[config.mk]
export PLATFORM = sky130hd
export DESIGN_NAME = cact_ctrl
export DESIGN_NICKNAME = d
export VERILOG_FILES = /design/src/hdl/cact_pkg.sv /design/src/hdl/cact_ctrl.sv
export SDC_FILE = /design/constraint.sdc
export NUM_CORES = 1
export LEC_CHECK = 0
export ABC_AREA = 1
export BUFFER_PORTS_ARGS = -buffer_cell sky130_fd_sc_hd__buf_2
export CORE_AREA = 2 2 39 41
export DETAILED_ROUTE_END_ITERATION = 6
export DIE_AREA = 0 0 41 43
export PLACE_DENSITY = 0.66
export SLEW_MARGIN = 20
export SYNTH_ARGS = -nofsm -noshare
export SYNTH_HDL_FRONTEND = slang
export SYNTH_SLANG_ARGS = --single-unit
[constraint.sdc]
create_clock -name clk -period 1 [get_ports clk]
set_input_delay 0.2 -clock clk [delete_from_list [all_inputs] [get_ports clk]]
set_output_delay 0.2 -clock clk [all_outputs]
set_load 0.03 [all_outputs]
[src/hdl/cact_pkg.sv]
// Shared types and constants for the call-arc counting table.
// No dependencies; imported by the controller, datapath, top level and checker.
`default_nettype none

package cact_pkg;

  // Default sizing of the tables.
  localparam int unsigned HEAD_DEPTH_DEF    = 4096;
  localparam int unsigned ARC_DEPTH_DEF     = 1024;
  localparam int unsigned HASH_FRACTION_DEF = 2;

  // Field widths of the stream beats and the register port.
  localparam int unsigned PC_W            = 32;
  localparam int unsigned COUNT_W         = 32;
  localparam int unsigned SLOT_W          = 10;
  localparam int unsigned STATUS_W        = 3;
  localparam int unsigned ARC_LIMIT_W     = 11;
  localparam int unsigned ARC_LIMIT_RESET = 1024;
  localparam int unsigned IN_W            = 2 * PC_W;
  localparam int unsigned OUT_FIELDS_W    = STATUS_W + COUNT_W + SLOT_W;
  localparam int unsigned OUT_W           = ((OUT_FIELDS_W + 7) / 8) * 8;
  localparam int unsigned DATA_W          = 32;
  localparam int unsigned ADDR_W          = 4;

  // Result status codes.
  typedef enum logic [STATUS_W-1:0] {
    ST_HEAD     = 3'd0,
    ST_MOVED    = 3'd1,
    ST_NEW      = 3'd2,
    ST_OVERFLOW = 3'd3,
    ST_IGNORED  = 3'd4
  } status_t;

  // Configuration register contents.
  typedef struct packed {
    logic                   enable;
    logic [PC_W-1:0]        text_base;
    logic [PC_W-1:0]        text_size;
    logic [ARC_LIMIT_W-1:0] arc_limit;
  } cfg_t;

  // Commands from the controller to the datapath.
  typedef struct packed {
    logic clear_step;
    logic load;
    logic check;
    logic hash;
    logic read_head;
    logic take_head;
    logic hit_head;
    logic hit_move;
    logic follow;
    logic move_link;
    logic alloc;
    logic ignore;
    logic emit;
  } cmd_t;

  // Status from the datapath to the controller.
  typedef struct packed {
    logic clear_last;
    logic in_window;
    logic in_head;
    logic head_zero;
    logic match;
    logic at_head;
    logic next_zero;
    logic walk_more;
    logic out_free;
  } stat_t;

endpackage

`default_nettype wire

[src/hdl/cact_ctrl.sv]
// Controller state machine of the call-arc counting table.
// Depends on cact_pkg for the command and status structs.
`default_nettype none

module cact_ctrl (
  input  logic          clk,
  input  logic          rst,
  input  logic          s_tvalid,
  output logic          s_tready,
  input  cact_pkg::stat_t stat,
  output cact_pkg::cmd_t  cmd
);
  import cact_pkg::*;

  typedef enum logic [3:0] {
    S_CLEAR,
    S_IDLE,
    S_OFFSET,
    S_HASH,
    S_HEAD,
    S_HEADQ,
    S_ARC,
    S_MOVE,
    S_ALLOC,
    S_EMIT
  } state_t;

  state_t state;
  state_t state_next;

  // State register; reset starts the head table clearing pass.
  always_ff @(posedge clk) begin
    if (rst) begin
      state <= S_CLEAR;
    end else begin
      state <= state_next;
    end
  end

  // Next state and command decode.
  always_comb begin
    cmd        = '0;
    state_next = state;
    s_tready   = 1'b0;
    case (state)
      S_CLEAR: begin
        cmd.clear_step = 1'b1;
        if (stat.clear_last) begin
          state_next = S_IDLE;
        end
      end
      S_IDLE: begin
        s_tready = 1'b1;
        if (s_tvalid) begin
          cmd.load   = 1'b1;
          state_next = S_OFFSET;
        end
      end
      S_OFFSET: begin
        cmd.check  = 1'b1;
        state_next = S_HASH;
      end
      S_HASH: begin
        if (!stat.in_window) begin
          cmd.ignore = 1'b1;
          state_next = S_EMIT;
        end else begin
          cmd.hash   = 1'b1;
          state_next = S_HEAD;
        end
      end
      S_HEAD: begin
        if (!stat.in_head) begin
          cmd.ignore = 1'b1;
          state_next = S_EMIT;
        end else begin
          cmd.read_head = 1'b1;
          state_next    = S_HEADQ;
        end
      end
      S_HEADQ: begin
        cmd.take_head = 1'b1;
        state_next    = stat.head_zero ? S_ALLOC : S_ARC;
      end
      S_ARC: begin
        if (stat.match && stat.at_head) begin
          cmd.hit_head = 1'b1;
          state_next   = S_EMIT;
        end else if (stat.match) begin
          cmd.hit_move = 1'b1;
          state_next   = S_MOVE;
        end else if (!stat.next_zero && stat.walk_more) begin
          cmd.follow = 1'b1;
          state_next = S_ARC;
        end else begin
          state_next = S_ALLOC;
        end
      end
      S_MOVE: begin
        cmd.move_link = 1'b1;
        state_next    = S_EMIT;
      end
      S_ALLOC: begin
        cmd.alloc  = 1'b1;
        state_next = S_EMIT;
      end
      S_EMIT: begin
        if (stat.out_free) begin
          cmd.emit   = 1'b1;
          state_next = S_IDLE;
        end
      end
      default: begin
        state_next = S_IDLE;
      end
    endcase
  end

endmodule

`default_nettype wire

; ---- Word-level counts from Yosys, hierarchy flattened
; Index checks and enable logic that the tools add are counted.
[classes]
addsub = 0
n_mul = 0
div_mod_pow = 0
magnitude_cmp = 0
n_eq_ne = 12
shift = 0
muxes = 33
bitwise = 0
n_reduce_logical = 6
[op_table]
columns = operator, count
row1 = two-way mux 4 bit, 9
row2 = case mux 4 bit (9 select lines), 1
row3 = two-way mux 1 bit, 20
row4 = "== test 4 x 3 -> 1 bit, second input constant", 4
row5 = "== test 4 x 2 -> 1 bit, second input constant", 2
row6 = "== test 4 bit, second input constant", 2
row7 = "inequality test 2 bit, second input constant", 3
row8 = "== test 4 x 1 -> 1 bit, second input constant", 1
row9 = zero test 4 bit, 1
row10 = two-way mux 3 bit, 1
row11 = AND reduction 3 bit, 1
row12 = logical AND 1 bit, 2
row13 = two-way mux 2 bit, 1
row14 = case mux 1 bit (2 select lines), 1
row15 = OR reduction 2 bit, 1
row16 = zero test 1 bit, 1
[totals]
regBits = 4
latch_bits = 0
ram_bits = 0
romBits = 0
inputBits = 12
elab_cells = 52
mem_count = 0

; ---- Depth between registers and ports, before layout
; Gate-level depths: netlist of run 1.
[logic_depth]
ltp_word = 6
depth_mapped = 8
ltp_nobuf = 8

; ---- Worst setup path before layout of run 1
; OpenSTA, ideal clock, no wires.
[synth_timing]
kind = reg-to-output
startpoint = register state[3]
endpoint = output port cmd[0] (netlist bit)
arrival_time_ns = 1.452
required_ns = 0.800
slack_ns = -0.652
stages_incl_launch_ff = 3
n_path_buf = 0
cell_sequence = dfxtp_1 nand2_1 nor4_1
[synth_rtl]
columns = item, line_no
row1 = start: declaration, cact_ctrl.sv:28  ; state_t state;
row2 = start signal: assignment, cact_ctrl.sv:36  ; state <= state_next;
row3 = end: declaration, cact_ctrl.sv:11  ; output cact_pkg::cmd_t cmd

==> results of run 1 <==
[kinds of logic (layout without fill, tap and decap cells)]
logic type             count (synthesis)  count (layout)  share of synthesized area
AOI/OAI and AO/OA                      2               2                     0.0228
buffers and inverters                 20              71                      0.171
DFF                                    4               4                      0.182
and+or+nand+nor                       58              58                      0.624
[final cells by class]
type                    count  area, µm²  area share
clock buffers               4       26.3      0.0235
repair buffers             47        398       0.356
well taps                  16       20.0      0.0179
multi-input cells          60        490       0.439
flip-flops and latches      4       95.1      0.0851
inverters                  20       87.6      0.0784
[worst max-delay path, cell delays in order, from the launching register on]
cell	delay [ps]
dfxtp_4	370
nor2_4	200
buf_6	140
nand2_4	60
nor2_4	90
buf_6	130
[how the worst min path moves through the flow]
stage               start                     to  slack [ps]  cells past startpoint
floorplan             rst  state[1]$_SDFFE_PP0P_         260                      1
detailed placement    rst  state[1]$_SDFFE_PP0P_         390                      2
CTS                   rst  state[1]$_SDFFE_PP0P_         140                      2
global route          rst  state[1]$_SDFFE_PP0P_         140                      2
finish                rst  state[1]$_SDFFE_PP0P_         130                      2
global placement      rst  state[1]$_SDFFE_PP0P_         390                      2
[per-stage QoR]
stage               setup TNS, ps   util  power, W  hold WS [ps]  setup slack [ps]
global placement            -2800  0.602  0.000724           389              -231
finish                      -6000  0.807   0.00119           135              -426
detailed placement          -3010  0.602  0.000728           391              -257
global route                -6840  0.807   0.00124           136              -470
CTS                         -5750  0.733   0.00107           142              -415
floorplan                   -1220      -  0.000565           260              -124
[report_power, final]
part / leakage [nW] / total (W) / switching, W / internal (W)
Combinational: 0.494 / 0.000731 / 0.000408 / 0.000323
Sequential: 0.0355 / 0.000229 / 0.0000480 / 0.000181
Clock: 0.0150 / 0.000228 / 0.0000773 / 0.000150
[placed cells by master (no fill, tap or decap), drive strengths merged]
master / count
a21oi: 2
nor2: 21
nand3: 8
dfxtp: 4
nand4: 1
clkbuf: 4
nor3: 3
inv: 20
nand3b: 2
nand2: 22
nor4: 1
buf: 47
[per-layer routing]
metal,track usage,vias up,routed length [µm]
met3,0.0366,8,76
met5,0,-,0
li1,-,356,-
met1,0.269,330,746
met4,0.120,0,61
met2,0.463,32,1130
[cells in the mapped netlist]
cell / n / area, µm²
inv_1: 14 / 52.6
a21oi_1: 2 / 10.0
dfxtp_1: 4 / 80.1
clkinv_1: 1 / 3.75
nand3_1: 7 / 35.0
nand2_1: 22 / 82.6
nor4_1: 1 / 6.26
nor2_1: 15 / 56.3
nand4_1: 1 / 6.26
nand3b_1: 2 / 15.0
inv_2: 5 / 18.8
nor2_2: 5 / 31.3
nor3_2: 1 / 10.0
nor3_1: 2 / 10.0
nand3_2: 1 / 10.0
nor2_4: 1 / 11.3
[timing repair]
item	CTS	global route
hold buffers	0	0
endpoints found under the hold margin	0	0
pin swaps	11	13
setup buffers	3	6
endpoints found under the setup margin	18	18
gates resized for setup	40	18
==> metrics.cfg, run 1 <==
[synthesis]
synthDistinctLibCells=16
synthCells=84
syn-num-nets=96
ys_ff_latch=4
syn_area_per_cell_um2=5.23
ys_seq_area_frac=0.182
netlist_area_um2=439
ys_warn_count=0

[placed_design]
gp_congestion=0.842
io_buffer_count=25
dpl.hpwl_um=1250
dpl_cell_area_um2=833
placedCellCount=139

[sta]
fin_crit_sh=1.43
worst_slew_pin_slew_ps=209
fin_crit_ps=1430
worst_clock_skew_ps=6.31
max_freq_mhz=701
slew_headroom=0.859
slew_viol_final=0
rsz0062_at_grt=yes
finalWorstSetupSlack_ps=-426
hold_viol=0
setup_viol=18

[worst_hold_path]
hold_class=in -> reg

[worst_setup_path]
r2r-start=state[3]$_SDFFE_PP0P_
crit_start=state[3]$_SDFFE_PP0P_
r2r-end=state[0]$_SDFFE_PP0P_
cp-start-kind=register
r2r_cells=6
arrival_ps=1230
worstPathMaxFanout=5
reg2reg_slack_ps=-210
endpoint_kind=output pin
cp.required_ps=800
endpoint=cmd[11]
critical_path_class=reg -> out

[die]
die_area_um2=1760
pin_count=26
core_area_um2=1380
core.rowCount=14
initial_core_util=0.317
die_width_um=41
die_h_um=43

[clock_network]
clock_latency_ps=240
clk_pin_slew_worst_paths_ps=40
cts_max_level=1
cts.sinks=4
root_buffer=clkbuf_4
cts.path.max_buffers=2
cts_tree=yes
cts_buffers=3

[power]
vdd_drop_max_mv=0.583
leakage_nw=0.545
p_per_area_nw_per_um2=1060

[outcome]
status=finished with violations
violations=negative setup slack

[drt]
routed_wl_um=2020
viasPerCell=4.81
vias=726
wl_per_cell_um=13.4
drtIter0Drc=11
ant_nets=0
dr.pass1.iters=4
drc=0

[global_routing]
grt_max_degree=7
grt_overflow=0
grt_first_pass_wirelength_um=3080
antenna_found_initial=0
grt_pass1_vias=742
grt.total_usage=0.258

[cells_and_area]
fin_nets=148
largest-register=state
final_cells=151
diodes=0
fillers=86
final_area_um2=1120
reg.largest.list=state (4)
largest_reg_flops=4
syn_to_final_growth_pct=154
drive_gt1_frac=0.748

[run]
maxCapViolCount=0

Note: power is estimated with default switching activity, not from simulation.
==> run 2, diff against run 1 <==
- TNS_END_PERCENT: default -> 30
==> metrics.cfg, run 2 (synthesized netlist as in run 1, its figures left out) <==
[cells_and_area]
final_common_cell=buf_4
final_area_um2=1070
final_cells=156
largest-register=state
diodes=0
syn_to_final_growth_pct=143
fillers=109
drive_gt1_frac=0.700
reg.largest.list=state (4)
fin_nets=153
largest_reg_flops=4
final_cell_mix=buf_4, buf_6, nor2_4, nand2_1, inv_1

[clock_network]
cts.sinks=4
clock_latency_ps=240
root_buffer=clkbuf_4
cts_max_level=1
cts_buffers=3
cts_tree=yes
clk_pin_slew_worst_paths_ps=40
cts.path.max_buffers=2
cts_hold_buf=0

[sta]
setup_viol=18
slew_viol_final=0
slew_headroom=0.857
worst_clock_skew_ps=5.67
finalWorstSetupSlack_ps=-399
fin_crit_ps=1400
hold_viol=0
max_freq_mhz=715
worst_slew_pin_slew_ps=213
fin_crit_sh=1.40
rsz0062_at_grt=yes
hold_slack_ps=147

[drt]
wl_per_cell_um=12.1
viasPerCell=4.72
drtIter0Drc=15
dr.pass1.iters=4
routed_wl_um=1890
ant_nets=0
drc=0
vias=736

[worst_setup_path]
arrival_ps=1200
critical_path_class=reg -> out
endpoint_kind=output pin
crit_chain=nand2_1 -> inv_2 -> nand3_1 -> nand2_2 -> buf_6
cp-start-kind=register
worstPathMaxFanout=6
max_stage_delay_ps=400
cp.required_ps=800
crit_slowest_cell=dfxtp_4

[placed_design]
placedCellCount=141
io_buffer_count=25
dpl_cell_area_um2=831
dpl.hpwl_um=1190
gp_congestion=0.845

[power]
total_power_w=0.00106
vdd_drop_max_mv=0.548
leakage_nw=0.550
p_per_area_nw_per_um2=989

[outcome]
violations=negative setup slack
status=finished with violations

[die]
core_area_um2=1380
die_h_um=43
die_width_um=41
initial_core_util=0.317
core.rowCount=14
die_area_um2=1760
pin_count=26

[global_routing]
grt_first_pass_wirelength_um=2790
grt_pass1_vias=732
antenna_found_initial=0
grt.total_usage=0.230
grt_max_degree=7
grt_overflow=0

[run]
maxCapViolCount=0

[worst_hold_path]
hold_class=in -> reg

==> run 2: layout make-up <==
| type | count | area, µm² | area share |
|---|---|---|---|
| Clock buffer | 4 | 26.3 | 0.0246 |
| Inverter | 20 | 82.6 | 0.0773 |
| Multi-Input combinational cell | 60 | 433 | 0.405 |
| Sequential cell | 4 | 95.1 | 0.0890 |
| Tap cell | 16 | 20.0 | 0.0187 |
| Timing Repair Buffer | 52 | 412 | 0.385 |
==> run 2: path summary, 6_finish.rpt <==
kind                              start                    end  slack, ps  cells after the start
hold reg to reg   state[3]$_SDFFE_PP0P_  state[0]$_SDFFE_PP0P_        840                      5
hold / removal                      rst  state[1]$_SDFFE_PP0P_        150                      2
setup reg to reg  state[0]$_SDFFE_PP0P_  state[0]$_SDFFE_PP0P_       -290                      9
setup / recovery  state[1]$_SDFFE_PP0P_                 cmd[1]       -400                      5
==> run 2: what timing repair did <==
item,4_1_cts,5_1_grt
pin swaps,11,5
resized for setup,37,4
cloned,0,0
setup endpoints to repair,18,18
setup buffers,6,5
==> run 2: worst max-delay path, delay by kind of cell (launching register included) <==
kind | cells | cell delay [ps]
flops | 1 | 400
simple gates | 3 | 320
buf+inv | 2 | 230
==> run 2: metrics by stage <==
| step | utilization | setup TNS (ps) | setup slack, ps |
|---|---|---|---|
| after global placement | 0.600 | -2900 | -208 |
| after global routing | 0.772 | -6880 | -463 |
| final | 0.772 | -5840 | -399 |
| after floorplan | - | -1360 | -124 |
| after CTS | 0.739 | -5590 | -389 |
| after detailed placement | 0.600 | -2970 | -224 |
==> run 2: layer usage <==
layer / routed length [µm] / part of all wire / up-vias / global-route usage
li1: - / - / 365 / -
met1: 666 / 0.35 / 344 / 0.229
met2: 1150 / 0.61 / 27 / 0.441
met3: 77 / 0.041 / 0 / 0.0209
met4: 0 / 0 / 0 / 0.0867
met5: 0 / 0 / - / 0
==> run 2: power by group <==
group	total [W]	leakage [nW]	switching, W	internal, W
clock	0.000220	0.0150	0.0000705	0.000150
combinational	0.000611	0.500	0.000342	0.000270
sequential	0.000225	0.0355	0.0000439	0.000181
total	0.00106	0.550	0.000456	0.000600
==> run 3, diff against run 2 <==
- ABC_AREA: 1 -> default
- PLACE_DENSITY: 0.66 -> 0.67
==> metrics.cfg, run 3 <==
[outcome]
status=finished with violations
violations=negative setup slack

[cells_and_area]
final_cells=119
fin_nets=116
reg.largest.list=state (4)
final_common_cell=buf_6
drive_gt1_frac=0.748
diodes=0
final_cell_mix=buf_6, buf_4, buf_2
fillers=103
syn_to_final_growth_pct=132
largest-register=state
largest_reg_flops=4
utilization=0.752

[sta]
rsz0062_at_grt=yes
slew_headroom=0.840
setup_viol=18
fin_crit_ps=1470
max_freq_mhz=683
worst_slew_pin_slew_ps=238
finalWorstSetupSlack_ps=-465
fin_crit_sh=1.47
worst_clock_skew_ps=6.11
slew_viol_final=0
hold_viol=0

[die]
die_width_um=41
die_area_um2=1760
core_area_um2=1380
die_h_um=43
pin_count=26
core.rowCount=14
initial_core_util=0.324

[synthesis]
synth_top_area_share=0.179
ys_warn_count=0
synthDistinctLibCells=36
synthFlopType=dfxtp_1
ys_ff_latch=4
synthCells=57
syn_area_per_cell_um2=7.86
ys_seq_area_frac=0.179
synth_top_area_cell=dfxtp_1
synthMostInstantiatedCell=nor2_1
synth_common_cells=nor2_1, dfxtp_1, inv_1, nand2_1
synth_edf_count=0
synthTopCellsByArea=dfxtp_1, and4bb_1, nor2_1, nor4b_1, a211oi_1
syn-num-nets=69
netlist_area_um2=448
synthArstFlopShare=0

[worst_setup_path]
cp-start-kind=register
endpoint_kind=output pin
worstPathMaxFanout=7
critical_path_class=reg -> out
cp.required_ps=800
arrival_ps=1270

[drt]
dr.pass1.iters=4
vias=640
drc=0
routed_wl_um=1740
viasPerCell=5.38
drtIter0Drc=11
ant_nets=0
wl_per_cell_um=14.6

[global_routing]
grt_pass1_vias=635
grt.total_usage=0.229
grt_overflow=0
antenna_found_initial=0
grt_first_pass_wirelength_um=2790
grt_max_degree=8

[placed_design]
gp_congestion=0.754
placedCellCount=111
dpl.hpwl_um=1210
io_buffer_count=25

[clock_network]
cts.sinks=4
clock_latency_ps=240
cts_max_level=1
clk_pin_slew_worst_paths_ps=40
root_buffer=clkbuf_4
cts.path.max_buffers=2
cts_tree=yes
cts_buffers=3

[power]
vdd_drop_max_mv=0.543
leakage_nw=0.481
p_per_area_nw_per_um2=631

[run]
maxCapViolCount=0

[worst_hold_path]
hold_class=in -> reg

[run 3: final cells by class]
type	instances	area, µm²	share of cell area
inverter	4	17.5	0.0168
sequential	4	92.6	0.0889
tap	16	20.0	0.0192
timing repair buffer	46	404	0.388
clock buffer	4	26.3	0.0252
multi-input combinational	45	480	0.462
[run 3: metal layers]
metal  global-route usage  wire length [µm]
met1                0.264               691
met2                0.400               952
met3               0.0524                86
met4               0.0533                 5
met5                    0                 0
[run 3: final timing paths]
check,start,to,slack [ps],cells past startpoint
setup reg to reg,state[2]$_SDFFE_PP0P_,state[0]$_SDFFE_PP0P_,-260,5
setup / recovery,state[0]$_SDFFE_PP0P_,cmd[6],-470,3
hold reg to reg,state[3]$_SDFFE_PP0P_,state[1]$_SDFFE_PP0P_,670,3
hold / removal,rst,state[0]$_SDFFE_PP0P_,190,2
[run 3: what timing repair did]
item                                    4_1_cts  5_1_grt
resized for setup                            51        6
pin swaps                                     6        7
endpoints found under the hold margin         0        0
setup buffers                                 3        1
hold buffers                                  0        0
gates cloned                                  0        0
endpoints found under the setup margin       18       18
[run 3: critical path: stages (launching register included)]
cell,delay [ps]
dfxtp_4,360
and4bb_1,320
and3_2,210
buf_6,130
[run 3: stage by stage]
| stage | hold WS (ps) | instance area, µm² | worst slack (ps) | power (W) | TNS, ps |
|---|---|---|---|---|---|
| floorplan | 269 | 583 | -302 | 0.000309 | -3090 |
| global placement | 435 | 795 | -383 | 0.000377 | -4440 |
| detailed placement | 441 | 795 | -388 | 0.000381 | -4590 |
| CTS | 180 | 1010 | -446 | 0.000655 | -6290 |
| global route | 193 | 1040 | -515 | 0.000690 | -7190 |
| finish | 189 | 1040 | -465 | 0.000657 | -6310 |
[run 3: logic make-up after synthesis]
group                  synth area share
muxes                            0.0223
AOI/OAI and AO/OA                 0.282
and+or+nand+nor                   0.441
buffers and inverters            0.0754
DFF                               0.179
[run 3: report_power, final]
| group | switching [W] | internal [W] |
|---|---|---|
| logic | 0.000129 | 0.000130 |
| clock network | 0.0000753 | 0.000150 |
| registers | 0.0000109 | 0.000162 |
| total | 0.000215 | 0.000442 |
